===== config.mk =====
export PLATFORM = sky130hd
export DESIGN_NAME = rbd_cell
export DESIGN_NICKNAME = d
export VERILOG_FILES = /design/src/rtl/core/rbd_pkg.sv /design/src/rtl/core/rbd_cell.sv
export SDC_FILE = /design/constraint.sdc
export NUM_CORES = 1
export LEC_CHECK = 0
export BUFFER_PORTS_ARGS = -buffer_cell sky130_fd_sc_hd__clkbuf_2
export CORE_ASPECT_RATIO = 1.5
export CORE_MARGIN = 2
export CORE_UTILIZATION = 41
export CTS_CLUSTER_DIAMETER = 60
export DETAILED_ROUTE_END_ITERATION = 10
export HOLD_SLACK_MARGIN = 0.12
export PLACE_DENSITY = 0.77
export SLEW_MARGIN = 20
export SYNTH_ARGS = -nofsm -noshare
export SYNTH_HDL_FRONTEND = slang
export SYNTH_SLANG_ARGS = --single-unit

===== constraint.sdc =====
create_clock -name clk -period 2.02 [get_ports clk]
set_input_delay 0.101 -clock clk [delete_from_list [all_inputs] [get_ports clk]]
set_output_delay 0.101 -clock clk [all_outputs]
set_load 0.02 [all_outputs]

===== src/rtl/core/rbd_pkg.sv =====
// Shared constants, codes and control types for the ring buffer deque.
package rbd_pkg;

  localparam int DEPTH_DEFAULT = 64;
  localparam int WIDTH_DEFAULT = 32;

  localparam int OP_W     = 3;
  localparam int STATUS_W = 2;

  localparam logic [OP_W-1:0] OP_PUSH_BACK  = 3'd0;
  localparam logic [OP_W-1:0] OP_PUSH_FRONT = 3'd1;
  localparam logic [OP_W-1:0] OP_POP_BACK   = 3'd2;
  localparam logic [OP_W-1:0] OP_POP_FRONT  = 3'd3;
  localparam logic [OP_W-1:0] OP_READ_INDEX = 3'd4;
  localparam logic [OP_W-1:0] OP_CLEAR      = 3'd5;

  localparam logic [STATUS_W-1:0] ST_OK    = 2'd0;
  localparam logic [STATUS_W-1:0] ST_FULL  = 2'd1;
  localparam logic [STATUS_W-1:0] ST_EMPTY = 2'd2;
  localparam logic [STATUS_W-1:0] ST_RANGE = 2'd3;

  // Per-cycle command broadcast to every cell of the row.
  typedef struct packed {
    logic push_front;   // shift row toward the back, new word into cell 0
    logic pop_front;    // shift row toward the front
    logic push_back;    // write the cell whose position equals the fill count
    logic load_carry;   // copy every element into its carry register
    logic shift_carry;  // move carries one cell toward the front
  } rbd_cell_ctrl_t;

endpackage


===== src/rtl/core/rbd_cell.sv =====
// One storage cell of the deque row: an element register and a carry register.
module rbd_cell #(
  parameter int WIDTH = rbd_pkg::WIDTH_DEFAULT,
  parameter int CW    = 7,
  parameter int INDEX = 0
) (
  input  logic                   clk,
  input  rbd_pkg::rbd_cell_ctrl_t ctrl,
  input  logic [CW-1:0]          fill,
  input  logic [WIDTH-1:0]       push_data,
  input  logic [WIDTH-1:0]       front_data,   // element of the neighbor toward the front
  input  logic [WIDTH-1:0]       back_data,    // element of the neighbor toward the back
  input  logic [WIDTH-1:0]       back_carry,   // carry of the neighbor toward the back
  output logic [WIDTH-1:0]       data,
  output logic [WIDTH-1:0]       carry
);

  logic [WIDTH-1:0] data_next;
  logic [WIDTH-1:0] carry_next;

  always_comb begin
    data_next = data;
    priority if (ctrl.push_front) begin
      data_next = (INDEX == 0) ? push_data : front_data;
    end else if (ctrl.pop_front) begin
      data_next = back_data;
    end else if (ctrl.push_back && (fill == CW'(INDEX))) begin
      data_next = push_data;
    end else begin
      data_next = data;
    end
  end

  always_comb begin
    carry_next = carry;
    priority if (ctrl.load_carry) begin
      carry_next = data;
    end else if (ctrl.shift_carry) begin
      carry_next = back_carry;
    end else begin
      carry_next = carry;
    end
  end

  always_ff @(posedge clk) begin
    data  <= data_next;
    carry <= carry_next;
  end

endmodule


### After elaboration in Yosys (flattened, before gate mapping)

Cells that the tools add are included.

* word-level logic and storage cells: 11
* output and inout bits: 64
* register bits: 64
* bits of input ports: 141

* reductions and logical operators: 4
* muxes and demuxes: 5

Operators with widths (number)
* 32-bit 2-to-1 mux: 5
* 7-bit logical NOT: 1
* 3-bit nonzero test: 1
* 2-bit nonzero test: 1
* 1-bit logical AND: 1

### Depth between registers and ports, before layout

* depth after elaboration: 5
* depth in mapped cells: 4
* mapped depth without buffers: 2

### Least setup slack after synthesis

Ideal clock, no wire load.

* path kind: input port to flip-flop
* from: in fill[5]
* to: reg data[0] (enable)
* data arrival time: 1149 ps
* stages: 2
* setup time: 388 ps
* setup slack: 483 ps
* path buffers: 0
* data required time: 1632 ps
* cells stage by stage: nor4b_1 > a211o_1

* cells in the longest elaborated chain, start to end: 3

RTL lines
* from (decl): line rbd_cell.sv:9 `input logic [CW-1:0] fill,`
* 7-bit logical NOT: line rbd_cell.sv:27 `end else if (ctrl.push_back && (fill == CW'(INDEX))) begin`
* 1-bit logical AND: line rbd_cell.sv:27
* 3-bit nonzero test (no source line)
* to (signal assigned): line rbd_cell.sv:46 `data <= data_next;`
* to (decl): line rbd_cell.sv:14 `output logic [WIDTH-1:0] data,`

No other way between the ends.
A chain may end at the register's enable or synchronous reset.

### Worst setup path in the final report

* from: in push_data[13]
* to: reg data[13], data pin

* cells in the longest elaborated chain, start to end: 3

RTL lines
* from (decl): line rbd_cell.sv:10 `input logic [WIDTH-1:0] push_data,`
* 32-bit 2-to-1 mux: line rbd_cell.sv:27
* 32-bit 2-to-1 mux: line rbd_cell.sv:25 `end else if (ctrl.pop_front) begin`
* 32-bit 2-to-1 mux (*): line rbd_cell.sv:23 `priority if (ctrl.push_front) begin`
* via data_next[13]: line rbd_cell.sv:18 `logic [WIDTH-1:0] data_next;`

Mark *: on every way through the listed nets, which the timed path passes. The rest lies on a longest branch. The select of a mux whose other input is x is not followed.

==> results.cfg <==
[outcome]
outcome = finished clean

[logic_synthesis]
ys_seq_area_share_pct = 66.5
synthFlopType = edfxtp_1
ys_ff_latch = 64
avgSynthCellArea_um2 = 20.5
synth_area_mm2 = 0.00289
yosys.area.top_type = edfxtp_1
netlist_instances = 141
yosys.cell_count.top_type = edfxtp_1
synth_edf_count = 64
synth_fp_nets = 282
synthTopCellsByArea = edfxtp_1 (66%), mux2_4 (16%), mux2_2 (13%), buf_12 (2.1%), buf_2 (0.69%)
synth_cell_types = 11
synthArstFlopShare_pct = 0
ys_warn_count = 0
synth_top_area_share_pct = 66.5
synthTopCellsByCount = edfxtp_1 (64), mux2_2 (34), mux2_4 (30)

[sta]
skew_ps = 3.11
drv_slew = 0
rsz0062_at_grt = false
fin_crit_ps = 1500
fin_crit_sh_pct = 74.0
slew_headroom_pct = 48.8
tightestPinTransition_ps = 769
hold_viol_final = 0
fmax_mhz = 669
final-setup-viol-count = 0
fin_setup_tns_ps = 0

[cts]
hold_buffers = 96
clockBufferDepth = 2
cts_tree = done
clock_latency_ps = 340
cts_max_level = 3
cts_made_buffers = 9
cts_sinks = 64
cts_setup_buffers = 0
root_buffer = clkbuf_8
clk_pin_slew_worst_paths_ps = 70
cts_resized = 0

[global_route]
antenna_found_initial = 0
grt_use_total_pct = 20.9
grt_pass1_vias = 2472
overflow = 0
grt_max_degree = 33
grt_pass1_wl_um = 11800

[floorplanning]
rows = 37
die_w_um = 72.6
core_mm2 = 0.00685
die-area_mm2 = 0.00775
ioPinCount = 205
initial_core_util_pct = 42.2
die_height_um = 107

[layout]
diodes = 0
n_fill_cell = 447
design_area_mm2 = 0.00493
fin_nets = 556
stdcell_count = 498
drive_gt1_share_pct = 60.0
area_growth_pct = 70.6

[place]
gp_congestion = 0.837
port_buffers = 172
placed_cell_area_mm2 = 0.00379
dpl.hpwl_um = 5020
dp.cells = 386

[worst_setup_path]
cp-start-kind = input port
rrSetupSlack_ps = 1060
cp-startpoint = push_data[13]
crit_type = input port to register
critPathRequiredTime_ps = 2110
cp.arrival_ps = 1580
crit_fanout = 1
r2r_start = data[8]
endpoint_kind = register

[power_and_ir_drop]
ir_drop_mv = 0.407
p_per_area_mw_per_mm2 = 725
p_leak_nw = 2.25

[min_path]
min-delay-start = ctrl[1]
min_path_type = input port to register

[detailed_routing]
route.detailed.drc = 0
drtAntennaViolNets = 0
drt_iter0_markers = 74
vias = 2303
viasPerCell = 4.62
first_pass_iters = 4
routed_wl_um = 7830
wl_per_cell_um = 15.7

[flow_run]
cap_violations = 0
area by class of cell:
cell class                 count  area, µm²  area share (%)
multi-input combinational     69        877            17.8
clock buffer                  10        128            2.59
clock inverter                 6       50.0            1.01
sequential                    64       1920            39.0
timing repair buffer         271       1860            37.7
tap                           78       97.6            1.98
metrics by stage:
stage               setup slack, ps  hold slack, ps  total power, mW  util [%]
finish                          525             490             3.58      72.0
global route                    524             504             3.71      72.0
CTS                             575             477             3.59      72.0
detailed placement              555             405             2.41      55.4
global placement                638             402             2.39      55.4
floorplan                       483             318             2.13         -
state kept, by name (all words and copies together) (netlist names):
register and count:
carry 32, data 32
per-layer routing:
metal | up-vias | track usage [%] | routed length, µm
met5 | - | 0 | 0
met4 | 0 | 12.0 | 280
met3 | 21 | 2.63 | 405
met2 | 108 | 39.6 | 4440
met1 | 1067 | 21.1 | 2700
li1 | 1107 | - | -
layout by cell type (no fill, tap or decap), drive strengths merged:
cell type	instances
edfxtp	64
nor4b	1
dlygate4sd3	96
clkbuf	182
nor4	1
buf	3
bufinv	1
nor2b	1
clkinv	5
a211o	1
mux2	64
or2	1
kinds of logic after synthesis:
logic type | share of synthesized area (%)
mux | 28.8
flops | 66.5
buf+inv | 3.16
simple gates | 1.21
compound gates | 0.303
final timing paths:
check,cells past startpoint,to
worst min register to register,1,carry[15]
worst max register to register,1,carry[8]
worst max-delay path,4,data[13]
worst min-delay path,3,carry[30]
critical path, stage by stage:
cell	delay, ps
dlygate4sd3_1	540
clkbuf_2	110
mux2_4	260
dlygate4sd3_1	560
power breakdown:
| group | switching, mW | internal, mW |
|---|---|---|
| registers | 0.0597 | 1.64 |
| clock network | 0.472 | 0.551 |
| logic | 0.405 | 0.446 |
Power figures use the tool's default switching activity.
