==> src/rtl/core/rbd_pkg.sv <==
// Shared constants, codes and control types for the ring buffer deque.
package rbd_pkg;

  localparam int DEPTH_DEFAULT = 64;
  localparam int WIDTH_DEFAULT = 32;

  localparam int OP_W     = 3;
  localparam int STATUS_W = 2;

  localparam logic [OP_W-1:0] OP_PUSH_BACK  = 3'd0;
  localparam logic [OP_W-1:0] OP_PUSH_FRONT = 3'd1;
  localparam logic [OP_W-1:0] OP_POP_BACK   = 3'd2;
  localparam logic [OP_W-1:0] OP_POP_FRONT  = 3'd3;
  localparam logic [OP_W-1:0] OP_READ_INDEX = 3'd4;
  localparam logic [OP_W-1:0] OP_CLEAR      = 3'd5;

  localparam logic [STATUS_W-1:0] ST_OK    = 2'd0;
  localparam logic [STATUS_W-1:0] ST_FULL  = 2'd1;
  localparam logic [STATUS_W-1:0] ST_EMPTY = 2'd2;
  localparam logic [STATUS_W-1:0] ST_RANGE = 2'd3;

  // Per-cycle command broadcast to every cell of the row.
  typedef struct packed {
    logic push_front;   // shift row toward the back, new word into cell 0
    logic pop_front;    // shift row toward the front
    logic push_back;    // write the cell whose position equals the fill count
    logic load_carry;   // copy every element into its carry register
    logic shift_carry;  // move carries one cell toward the front
  } rbd_cell_ctrl_t;

endpackage

==> src/rtl/core/rbd_ctrl.sv <==
// Sequencer for the deque: fill count, operation decode, carry walk and result registers.
module rbd_ctrl #(
  parameter int DEPTH = rbd_pkg::DEPTH_DEFAULT,
  parameter int WIDTH = rbd_pkg::WIDTH_DEFAULT,
  parameter int IW    = $clog2(DEPTH),
  parameter int CW    = $clog2(DEPTH + 1)
) (
  input  logic                          clk,
  input  logic                          rst,
  input  logic                          start,
  input  logic [rbd_pkg::OP_W-1:0]      operation,
  input  logic [IW-1:0]                 read_index,
  input  logic [WIDTH-1:0]              front_data,
  input  logic [WIDTH-1:0]              front_carry,
  output logic                          busy,
  output rbd_pkg::rbd_cell_ctrl_t       cell_ctrl,
  output logic [CW-1:0]                 fill,
  output logic                          done,
  output logic [WIDTH-1:0]              result_data,
  output logic [rbd_pkg::STATUS_W-1:0]  status
);

  localparam logic ST_IDLE = 1'b0;
  localparam logic ST_WALK = 1'b1;

  logic                         state;
  logic                         state_next;
  logic [CW-1:0]                fill_next;
  logic [IW-1:0]                steps;
  logic [IW-1:0]                steps_next;
  logic                         pop_walk;
  logic                         pop_walk_next;
  logic                         done_next;
  logic [WIDTH-1:0]             result_data_next;
  logic [rbd_pkg::STATUS_W-1:0] status_next;
  logic                         accept;
  logic                         is_full;
  logic                         is_empty;
  logic [CW-1:0]                fill_dec;

  assign busy     = (state == ST_WALK);
  assign accept   = start && !busy;
  assign is_full  = (fill == CW'(DEPTH));
  assign is_empty = (fill == '0);
  assign fill_dec = fill - CW'(1);

  always_comb begin
    state_next       = state;
    fill_next        = fill;
    steps_next       = steps;
    pop_walk_next    = pop_walk;
    done_next        = 1'b0;
    result_data_next = result_data;
    status_next      = status;
    cell_ctrl        = '0;

    unique case (state)
      ST_IDLE: begin
        if (accept) begin
          result_data_next = '0;
          status_next      = rbd_pkg::ST_OK;
          done_next        = 1'b1;
          unique case (operation)
            rbd_pkg::OP_PUSH_BACK, rbd_pkg::OP_PUSH_FRONT: begin
              if (is_full) begin
                status_next = rbd_pkg::ST_FULL;
              end else begin
                cell_ctrl.push_back  = (operation == rbd_pkg::OP_PUSH_BACK);
                cell_ctrl.push_front = (operation == rbd_pkg::OP_PUSH_FRONT);
                fill_next            = fill + CW'(1);
              end
            end
            rbd_pkg::OP_POP_FRONT: begin
              if (is_empty) begin
                status_next = rbd_pkg::ST_EMPTY;
              end else begin
                cell_ctrl.pop_front = 1'b1;
                result_data_next    = front_data;
                fill_next           = fill_dec;
              end
            end
            rbd_pkg::OP_POP_BACK: begin
              if (is_empty) begin
                status_next = rbd_pkg::ST_EMPTY;
              end else begin
                cell_ctrl.load_carry = 1'b1;
                steps_next           = fill_dec[IW-1:0];
                pop_walk_next        = 1'b1;
                done_next            = 1'b0;
                state_next           = ST_WALK;
              end
            end
            rbd_pkg::OP_READ_INDEX: begin
              if ({1'b0, read_index} >= (IW + 1)'(fill)) begin
                status_next = rbd_pkg::ST_RANGE;
              end else begin
                cell_ctrl.load_carry = 1'b1;
                steps_next           = read_index;
                pop_walk_next        = 1'b0;
                done_next            = 1'b0;
                state_next           = ST_WALK;
              end
            end
            rbd_pkg::OP_CLEAR: begin
              fill_next = '0;
            end
            default: begin
              // unused codes: no change, ok status
            end
          endcase
        end
      end
      ST_WALK: begin
        if (steps == '0) begin
          result_data_next = front_carry;
          status_next      = rbd_pkg::ST_OK;
          done_next        = 1'b1;
          state_next       = ST_IDLE;
          if (pop_walk) begin
            fill_next = fill_dec;
          end
        end else begin
          cell_ctrl.shift_carry = 1'b1;
          steps_next            = steps - IW'(1);
        end
      end
      default: begin
        state_next = ST_IDLE;
      end
    endcase
  end

  always_ff @(posedge clk) begin
    if (rst) begin
      state <= ST_IDLE;
      fill  <= '0;
      done  <= 1'b0;
    end else begin
      state <= state_next;
      fill  <= fill_next;
      done  <= done_next;
    end
  end

  always_ff @(posedge clk) begin
    steps       <= steps_next;
    pop_walk    <= pop_walk_next;
    result_data <= result_data_next;
    status      <= status_next;
  end

endmodule

==> config.mk <==
export PLATFORM = sky130hd
export DESIGN_NAME = rbd_ctrl
export DESIGN_NICKNAME = d
export VERILOG_FILES = /design/src/rtl/core/rbd_pkg.sv /design/src/rtl/core/rbd_ctrl.sv
export SDC_FILE = /design/constraint.sdc
export NUM_CORES = 1
export LEC_CHECK = 0
export BUFFER_PORTS_ARGS = -buffer_cell sky130_fd_sc_hd__buf_2
export CAP_MARGIN = 30
export CORE_AREA = 2 2 119 92
export DETAILED_ROUTE_END_ITERATION = 6
export DIE_AREA = 0 0 121 94
export PLACE_DENSITY = 0.58
export SETUP_SLACK_MARGIN = 0.1
export SLEW_MARGIN = 20
export SYNTH_ARGS = -nofsm -noshare
export SYNTH_HDL_FRONTEND = slang
export SYNTH_SLANG_ARGS = --single-unit
export TNS_END_PERCENT = 30
==> constraint.sdc <==
create_clock -name clk -period 3.1 [get_ports clk]
set_input_delay 0.31 -clock clk [delete_from_list [all_inputs] [get_ports clk]]
set_output_delay 0.31 -clock clk [all_outputs]
set_load 0.05 [all_outputs]
# Word-level counts from Yosys, hierarchy flattened
# Cells that the tools add are included.
# classes
n_addsub,3
order_cmp,1
n_eq_ne,18
n_mux,48
bitwise,1
reduce_logical,12
# op_table
cell,n
$mux W32,4
$pmux W32 S2,1
$mux W7,5
$mux W6,4
$pmux W6 S2,2
$pmux W7 S3,1
$mux W1,17
$pmux W7 S2,1
$ne A3 B3 Y1 const B,4
$pmux W1 S2,5
$reduce_and A5 Y1,2
$mux W2,4
$mux W4,2
$ne A2 B2 Y1 const B,4
$add A7 B1 Y7 const B,1
$eq A7 B7 Y1 const B,1
$ge A6 B7 Y1,1
$logic_not A7 Y1,1
$sub A7 B1 Y7 const B,1
$eq A3 B2 Y1 const B,2
$eq A3 B3 Y1 const B,2
$logic_not A6 Y1,1
$pmux W2 S3,1
$reduce_and A6 Y1,1
13 further kinds,15
# word_totals
ff_bits,50
in_bits,76
out_inout_bits,48
word_cells,90

# Depth between registers and ports, before layout
# depth
word_depth,5
depth_mapped,10
ltp_nobuf,8

# Worst setup path before layout
# Ideal clock, no wire load.
# synth_path
path_type,reg-to-reg
from,register state (netlist: busy)
to,register steps[0] (enable)
setup_time_ns,0.320
t_arrival_ns,2.556
t_required_ns,2.780
slack_ns,0.224
path_stages_with_launch,5
path_buffers,1
synth_period_minus_slack_ns,2.876
cell_sequence,dfxtp_1 -> clkbuf_1 -> a21boi_0 -> a21oi_1 -> nand2_1
# synth_between
elab_chain_cells,4
word_cells_on_any_way,9
# synth_rtl
element,line_no,text
"start, declared",rbd_ctrl.sv:26,logic state;
"start signal, assigned",rbd_ctrl.sv:139,state <= state_next;
$logic_not A1 Y1,rbd_ctrl.sv:42,assign accept = start && !busy;
$logic_and A1 B1 Y1,rbd_ctrl.sv:42,
$ne A2 B2 Y1 (no line),-,
$reduce_and A5 Y1 (no line) *,-,
"end signal, assigned",rbd_ctrl.sv:146,steps <= steps_next;
"end, declared",rbd_ctrl.sv:29,logic [IW-1:0] steps;
# Mark *: on every way between the ends. The rest lies on a longest branch, timed or not.
# A chain may end at the register's enable or synchronous reset.

==> PnR_summary.wiki <==
{| class="wikitable"
! Metric !! Value
|-
| Run status || finished, final reports clean
|-
| Number of stages on the worst setup path || 7
|-
| Total wirelength of the detailed-routed design || between 7000 and 8000 µm
|-
| Buffers plus inverters on the worst setup path || 3
|-
| H-tree depth || 2
|-
| Beginning of the critical path || fill[0]$_SDFFE_PP0P_
|-
| Pins Over Slew Limit || 0
|-
| TNS Setup || 0 ps
|-
| Peak Freq || 354 MHz
|-
| Total vias in the final route || between 2000 and 2500
|-
| Post-layout minimum cycle time || ~2800 ps
|-
| Post-Place Cells || 500
|-
| Async set or reset register ratio after synthesis || 0
|-
| Mean cell area of the mapped netlist || 11.1 µm²
|-
| Final worst clock skew || 8.69 ps
|-
| Fin cells || approximately 500
|-
| Die Width || about 120 µm
|-
| Static Leak || 0.00158 µW
|-
| Unrepaired setup endpoints after global routing || no
|-
| Gate Count Post-Synth || about 250
|-
| Site row count || 32
|-
| Total GRT Usage || 0.130
|-
| Number of warnings reported in the yosys synthesis log || 0
|-
| Instance area at placement || about 3500 µm²
|-
| Class of the tightest hold or removal check || in -> reg
|-
| CORE AREA || 10100 µm²
|-
| Critical path fanouts, max || 9
|-
| Number of antenna violations at the first check in global routing || 0
|-
| Crit path capture type || primary output
|-
| Design Area, Final || approximately 3700 µm²
|-
| Period utilisation layout || 0.911
|-
| Max Root-Sink Buffers || 2
|-
| Synth-to-Final Area Change || 31.4%
|-
| Clk_lat worst skew || 290 ps
|-
| Slew at the pin with the worst max-slew slack || 618 ps
|-
| Flip-flop cell with the highest count after synthesis || edfxtp_1
|-
| Area of the die || 11400 µm²
|-
| Routed wire length per instance || ~15 µm
|-
| Diode insertion count for antenna repair || 0
|-
| Largest net degree at the start of global routing || 49
|-
| Global-route wire length before repair || 11800 µm
|-
| Startpoint of the tightest hold check path || front_data[31]
|-
| Number of buffers inserted for hold repair after clock tree synthesis || 0
|-
| Sink count of the clock tree || 50
|-
| WP data required || 2790 ps
|-
| Maximum vdd drop || 0.229 mV
|-
| First-pass iteration count of the detailed router || 4
|-
| DRC violations left || 0
|-
| Total power divided by cell area || 500 nW/µm²
|-
| IO Count || between 100 and 150
|-
| Max-cap violations || 0
|-
| Count of endpoints failing hold in the final timing report || 0
|-
| Worst R2R Path Depth || 8
|-
| Layout cell share with drive strength beyond 1 || 0.395
|-
| Utilization after layout || 0.364
|-
| Part of the Yosys area used for sequential elements || 0.503
|-
| Final HPWL from detailed placement || between 5000 and 6000 µm
|-
| Initial standard-cell utilization of the core || 0.277
|-
| Count of buffers added by post-CTS timing repair for setup || 0
|-
| Clock tree root buffer cell || clkbuf_16
|-
| Post-layout power || 1840 µW
|-
| Crit path max-delay family || simple AND/OR/NAND/NOR gates
|-
| Clock-pin slew on the worst setup and hold paths || ~70 ps
|-
| CTS tree || yes
|-
| Startpoint of the worst-slack reg-to-reg timing path || fill[0]$_SDFFE_PP0P_
|-
| Net Count, Synth || about 340
|-
| Final weighted congestion in routability-driven placement || 0.889
|-
| Number of resized instances in the post-cts repair step || 0
|-
| CP max-delay cell || or3_1
|-
| Slew headroom || 0.584
|-
| Arrival time at the worst endpoint || between 2000 and 3000 ps
|-
| Cts bufs inserted || 5
|-
| CP max stage delay || 560 ps
|-
| Critical path start-end classification || reg -> out
|-
| Layout net count || roughly 460
|-
| Violation count after the first detailed-routing iteration || 124
|-
| Aggregate global routing overflow || 0
|-
| Number of port buffers || ~120
|-
| Count of unique library cells instantiated by Yosys || 50
|-
| Cell breakdown of the critical path || inv_1 -> ha_1 -> or2b_1 -> nor3_4 -> or3_1 -> inv_8 -> buf_2
|-
| Die extent in y || approximately 94 µm
|-
| Crit start category || register
|-
| Antenna-violating nets left || 0
|-
| Vias per std cell || just under 5
|-
| Number of storage elements in the synthesis netlist || 50
|-
| Vias in the first global route || approximately 2200
|-
| Post-synth EDFFs || between 40 and 50
|-
| Worst hold stages || 2
|-
| Post-synthesis instance area || roughly 2800 µm²
|-
| Setup violations, final || 0
|}
[cells in the mapped netlist, drive strengths merged, types with 6 or more instances]
master | instances | area (µm²)
edfxtp | 41 | 1230
dfxtp | 9 | 180
ha | 10 | 125
clkbuf | 6 | 22.5
inv | 14 | 60.1
a21oi | 18 | 90.1
xnor2 | 6 | 52.6
or3 | 7 | 48.8
o21ai | 10 | 53.8
nor2 | 19 | 71.3
a22o | 32 | 280
buf | 9 | 61.3
nand2 | 16 | 62.6
[path summary, 6_finish.rpt]
| check | to | slack [ps] |
|---|---|---|
| setup / recovery | cell_ctrl[3] | 280 |
| hold / removal | result_data[31]$_DFFE_PP_ | 310 |
| hold reg to reg | fill[1]$_SDFFE_PP0P_ | 590 |
| setup reg to reg | fill[2]$_SDFFE_PP0P_ | 690 |
[cell families after synthesis]
kind of cell,Yosys count,share of synthesized area
buffers and inverters,29,0.0513
xor gates and xnor gates,8,0.0250
AOI/OAI and AO/OA,90,0.245
adders and majority gates,10,0.0446
and+or+nand+nor,64,0.123
muxes,2,0.00714
DFF,50,0.503
[cell type report]
| cell class | instances | area, µm² |
|---|---|---|
| inverters | 14 | 60.1 |
| repair buffers | 126 | 638 |
| well taps | 136 | 170 |
| clock buffers | 5 | 125 |
| multi-input cells | 174 | 1250 |
| fillers | 1025 | 6450 |
| flip-flops and latches | 50 | 1410 |
| clock inverters | 3 | 23.8 |
[flip-flops by register name, indices dropped and copies added, names as in the netlist]
signal / flops
result_data: 32
fill: 7
steps: 6
status: 2
busy: 1
done: 1
pop_walk: 1
[per-layer routing]
layer,part of all wire,GRT usage,up-vias
li1,-,-,1208
met1,0.45,0.180,1160
met2,0.49,0.210,77
met3,0.052,0.0231,4
met4,0.0069,0.0339,0
met5,0,0,-
[cells in the final DEF, fill, tap and decap left out, types with 2 or more instances in the layout]
| master | synthesis | routed |
|---|---|---|
| nand2_1 | 15 | 15 |
| clkbuf_16 | 0 | 5 |
| ha_1 | 10 | 10 |
| dfxtp_1 | 9 | 8 |
| inv_1 | 13 | 13 |
| or2b_1 | 2 | 2 |
| xnor2_1 | 6 | 6 |
| mux2i_1 | 2 | 2 |
| or3_1 | 6 | 6 |
| a22oi_1 | 3 | 3 |
| edfxtp_1 | 41 | 41 |
| a22o_1 | 32 | 32 |
| buf_2 | 4 | 123 |
| o22ai_1 | 2 | 2 |
| nand2b_1 | 2 | 2 |
| nand4_1 | 2 | 2 |
| o32ai_1 | 2 | 2 |
| a211oi_1 | 5 | 5 |
| clkinvlp_4 | 0 | 2 |
| nor2b_1 | 2 | 2 |
| a221oi_2 | 2 | 2 |
| xor2_1 | 2 | 2 |
| a21oi_1 | 18 | 18 |
| nor3_1 | 4 | 3 |
| a21o_1 | 4 | 4 |
| buf_4 | 0 | 3 |
| nor2_1 | 19 | 19 |
| o21a_1 | 2 | 2 |
| o21ai_0 | 8 | 8 |
| nand3_1 | 4 | 4 |
| a221oi_1 | 2 | 2 |
[metrics by stage]
stage	worst slack (ps)	hold slack (ps)
6_report	277	306
4_1_cts	271	298
2_1_floorplan	224	512
3_5_place_dp	605	589
3_3_place_gp	669	559
5_1_grt	136	306
[report_power, final]
part	leakage, µW	switching [µW]	internal (µW)	total [µW]
clock	0.0000664	249	302	552
combinational	0.00103	328	151	479
sequential	0.000484	24.3	786	810
(Power assumes the default switching activity.)
